==> src/vau_div.sv <==
// Pipelined restoring divider for one lane, one quotient bit per register stage.
// Quotient is (dividend * 2^(QUO_W-1)) / divisor, valid when dividend <= divisor.
module vau_div #(
    parameter int DIV_W = 32,
    parameter int QUO_W = 17
)
(
    input  logic              clk,
    input  logic              en,
    input  logic [DIV_W-1:0]  dividend,
    input  logic [DIV_W-1:0]  divisor,
    output logic [QUO_W-1:0]  quotient,
    output logic [DIV_W-1:0]  divisor_out
);

    logic [DIV_W-1:0] rem_reg [QUO_W];
    logic [QUO_W-1:0] quo_reg [QUO_W];
    logic [DIV_W-1:0] dsr_reg [QUO_W];

    for (genvar j = 0; j < QUO_W; j++) begin : g_stage
        logic [DIV_W-1:0] rem_in;
        logic [QUO_W-1:0] quo_in;
        logic [DIV_W-1:0] dsr_in;
        logic             nbit;
        logic [DIV_W:0]   shifted;
        logic [DIV_W:0]   diff;
        logic             ge;

        if (j == 0) begin : g_first
            assign rem_in = {1'b0, dividend[DIV_W-1:1]};
            assign quo_in = '0;
            assign dsr_in = divisor;
            assign nbit   = dividend[0];
        end
        else begin : g_rest
            assign rem_in = rem_reg[j-1];
            assign quo_in = quo_reg[j-1];
            assign dsr_in = dsr_reg[j-1];
            assign nbit   = 1'b0;
        end

        assign shifted = {rem_in, nbit};
        assign diff    = shifted - {1'b0, dsr_in};
        assign ge      = (shifted >= {1'b0, dsr_in});

        always_ff @(posedge clk)
        begin
            if (en)
            begin
                rem_reg[j] <= ge ? diff[DIV_W-1:0] : shifted[DIV_W-1:0];
                quo_reg[j] <= QUO_W'({quo_in, ge});
                dsr_reg[j] <= dsr_in;
            end
        end
    end

    assign quotient    = quo_reg[QUO_W-1];
    assign divisor_out = dsr_reg[QUO_W-1];

endmodule

==> config.mk <==
export PLATFORM = sky130hd
export DESIGN_NAME = vau_div
export DESIGN_NICKNAME = d
export VERILOG_FILES = /design/src/vau_div.sv
export SDC_FILE = /design/constraint.sdc
export NUM_CORES = 2
export LEC_CHECK = 0
export CAP_MARGIN = 20
export CORE_ASPECT_RATIO = 0.8
export CORE_MARGIN = 3
export CORE_UTILIZATION = 45
export CTS_BUF_LIST = sky130_fd_sc_hd__clkbuf_2
export CTS_CLUSTER_SIZE = 16
export DETAILED_ROUTE_END_ITERATION = 6
export DONT_BUFFER_PORTS = 1
export GPL_TIMING_DRIVEN = 1
export PLACE_DENSITY = 0.7
export SYNTH_ARGS = -nofsm -noshare
export SYNTH_HDL_FRONTEND = slang
export SYNTH_SLANG_ARGS = --single-unit
export TNS_END_PERCENT = 5
==> constraint.sdc <==
create_clock -name clk -period 3.9 [get_ports clk]
set_input_delay 0.195 -clock clk [delete_from_list [all_inputs] [get_ports clk]]
set_output_delay 0.195 -clock clk [all_outputs]
set_load 0.02 [all_outputs]
==> flow_metrics.env <==
export IMPL_path_class="primary input to flop"
export IMPL_maxCapViolations=0
export IMPL_clock_root_buffer="clkbuf_2"
export IMPL_worstReg2RegStart="rem_reg[0][196]"
export IMPL_drive_above_1_share_pct=12.0
export IMPL_antenna_found_initial=7
export IMPL_cts_tree="done"
export IMPL_synth_seq_cells=1209
export IMPL_ys_flop_type="edfxtp_1"
export IMPL_p_clk_share_pct=13.5
export IMPL_num_vias=51400
export IMPL_finalSetupViolCount=15
export IMPL_r2r_end="rem_reg[0][254]"
export IMPL_drc=0
export IMPL_cp_data_arrival_time_ns=5.38
export IMPL_yosys_cell_types_count=85
export IMPL_ant_nets=0
export IMPL_clockBufferDepth=4
export IMPL_yosysSeqAreaShare_pct=51.8
export IMPL_seq_power_share_pct=35.1
export IMPL_place_area_mm2=0.0735
export IMPL_rrSetupSlack_ns=0.14
export IMPL_grt_pass1_wl_mm=274
export IMPL_cp_start_kind="primary input"
export IMPL_gp_congestion=0.951
export IMPL_vias_per_cell=5.58
export IMPL_initialDrtViolationCount=4753
export IMPL_routedWlPerCell_um=19.1
export IMPL_drtPass1Iterations=6
export IMPL_yosysWarnings=0
export IMPL_cp_required_ns=5.27
export IMPL_stdcell_count=9219
export IMPL_die_w_um=447
export IMPL_hold_path_class="primary input to flop"
export IMPL_crit_fanout=11
export IMPL_cts_buffers=322
export IMPL_report_final_slew_viol_count=0
export IMPL_period_share_pct=103
export IMPL_r2r_cells=14
export IMPL_finalInstanceArea_mm2=0.0786
export IMPL_failed_checks="setup timing"
export IMPL_swShare_pct=41.4
export IMPL_p_per_area_mw_per_mm2=789
export IMPL_syn_inst=6482
export IMPL_skew_ns=0.227
export IMPL_power_frac_comb_pct=51.4
export IMPL_hold_slack_ns=0.205
export IMPL_area_growth_pct=12.1
export IMPL_final_min_clock_period_ns=4.01
export IMPL_hold_start="dividend[15]"
export IMPL_portBuffers=0
export IMPL_synthArstFlopShare_pct=0
export IMPL_hold_depth=6
export IMPL_grt_pass1_vias=48900
export IMPL_grt_max_degree=142
export IMPL_largest_reg_flops=544
export IMPL_dieArea_mm2=0.161
export IMPL_layout_setup_ws_ns=-0.106
export IMPL_fillers=13500
export IMPL_layout_nets=7615
export IMPL_p_sw_mw=25.7
export IMPL_avgSynthCellArea_um2=10.8
export IMPL_clock_latency_ns=1.68
export IMPL_grt_overflow=0
export IMPL_core_area_mm2=0.153
export IMPL_h_tree_depth=5
export IMPL_syn_area_mm2=0.0701
export IMPL_synth_edf_count=1209
export IMPL_start_util_pct=45.7
export IMPL_die_h_um=359
export IMPL_syn_nets=7107
export IMPL_gr_usage_all_layers_pct=21.5
export IMPL_leakage_nw=33.0
export IMPL_timing_fmax_mhz=250
export IMPL_outcome="finished, violations left"
export IMPL_hold_violations=0
export IMPL_p_int_mw=36.3
export IMPL_slew_headroom_pct=22.6
export IMPL_end_kind="flop"
export IMPL_worst_slew_pin_slew_ns=1.15
export IMPL_dp_cells=8473
export IMPL_dp_hpwl_mm=128
export IMPL_rsz0062_at_grt="yes"
export IMPL_ir_worst_vdd_mv=0.398
export IMPL_cts_sinks=1209
export IMPL_row_count=128
export IMPL_num_io_pins=115
export IMPL_clk_pin_slew_ns=0.10
export IMPL_routed_wl_mm=176
export IMPL_holdPathEnd="quo_reg[0][0]"
## routing by layer
layer	track usage [%]	vias to the layer above	share of wire (%)
li1	-	24800	-
met1	34.1	24300	50
met2	28.8	2066	39
met3	4.90	277	9.6
met4	5.70	2	2.1
met5	0	-	0.0097
## power by group through the flow
stage | Sequential [mW] | Combinational (mW) | Clock (mW)
2_1_floorplan | 20.8 | 22.4 | 0
3_5_place_dp | 22.0 | 30.5 | 0
5_1_grt | 22.1 | 35.3 | 9.44
6_report | 21.8 | 31.9 | 8.35
3_3_place_gp | 22.0 | 30.0 | 0
4_1_cts | 21.7 | 31.0 | 8.74
## cells in the mapped netlist (62+ instances only)
master    number  share of area [%]
clkbuf_1     144               0.77
mux2_2       114                1.8
o21a_1        76               0.81
o21ai_0      482                3.4
nand4_1       96               0.86
xor2_1       188                2.3
nor2_1       375                2.0
nand3_1       97               0.69
nand2b_1      71               0.63
nor2b_1       81               0.72
ha_1         543                9.7
nand2_1      504                2.7
o21bai_1      70               0.75
nor3_1        62               0.44
xnor2_1      252                3.1
a21o_1       288                3.1
a21oi_1      584                4.2
edfxtp_1    1209                 52
inv_1        669                3.6
## worst max-delay path: stages
cell and delay (ns):
dlygate4sd3_1 0.56, dlygate4sd3_1 0.69, inv_1 0.07, ha_1 0.33, nor2b_1 0.16, o21a_1 0.22
o21ai_1 0.24, a21oi_2 0.12, a31oi_1 0.28, o21ai_0 0.16, nor2_2 0.23, o41ai_2 0.21
a31o_4 0.36, buf_4 0.19, nor2_1 0.10, dlygate4sd3_1 0.57, a21oi_1 0.06, dlygate4sd3_1 0.61
## cell families after synthesis
family                     count (synthesis)  synth area share (%)
and+or+nand+nor                         1429                  9.45
muxes                                    124                  1.98
adders and majority gates                559                  10.1
DFF                                     1209                  51.8
buffers and inverters                    884                  4.97
xor gates and xnor gates                 440                  5.50
AOI/OAI and AO/OA                       1837                  16.2
## worst max path at each step
stage                               start              end  slack (ns)  depth (start not counted)
after floorplan             dsr_reg[0][1]   rem_reg[0][36]        0.55                         15
after global placement      rem_reg[0][0]   rem_reg[0][40]       -0.05                         13
after detailed placement    rem_reg[0][0]   rem_reg[0][36]       -0.13                         13
after CTS                 rem_reg[0][192]  rem_reg[0][249]       0.004                         12
after global routing       dsr_reg[0][64]  rem_reg[0][126]       -0.08                         12
final                          divisor[2]   rem_reg[0][12]       -0.11                         18
## cells in the final DEF, fill, tap and decap left out, drive strengths merged, types with 115 or more instances in the layout
| cell | instances |
|---|---|
| xor2 | 188 |
| xnor2 | 252 |
| ha | 543 |
| nor2 | 375 |
| buf | 195 |
| a21o | 288 |
| nand2 | 504 |
| inv | 672 |
| dlygate4sd3 | 200 |
| o21ai | 492 |
| a21oi | 585 |
| edfxtp | 1209 |
| clkbuf | 440 |
| mux2 | 115 |
## repair_timing
| item | CTS | global route |
|---|---|---|
| hold buffers | 201 | 0 |
| resized for setup | 9 | 55 |
| cloned | 1 | 2 |
| pin swaps | 1 | 8 |
| endpoints found under the hold margin | 1274 | 0 |
| endpoints found under the setup margin | 63 | 255 |
| setup buffers | 0 | 3 |
## final cells by class
class,count,area (um2),area share [%]
sequential,1209,36300,46.2
multi-input combinational,4392,30800,39.1
timing repair buffer,396,3870,4.92
tap,2015,2520,3.21
inverter,669,2510,3.20
clock buffer,439,2200,2.80
clock inverter,87,397,0.505
antenna,12,30.0,0.0382
## metrics by stage
step / total power [mW] / TNS [ns] / setup slack, ns / util (%)
floorplan: 43.2 / 0 / 0.553 / -
global placement: 51.9 / -1.20 / -0.0524 / 47.9
detailed placement: 52.4 / -3.60 / -0.135 / 47.9
CTS: 61.5 / 0 / 0.00418 / 51.0
global route: 66.8 / -0.191 / -0.0751 / 51.2
finish: 62.0 / -0.647 / -0.106 / 51.2
Power figures use the tool's default switching activity.
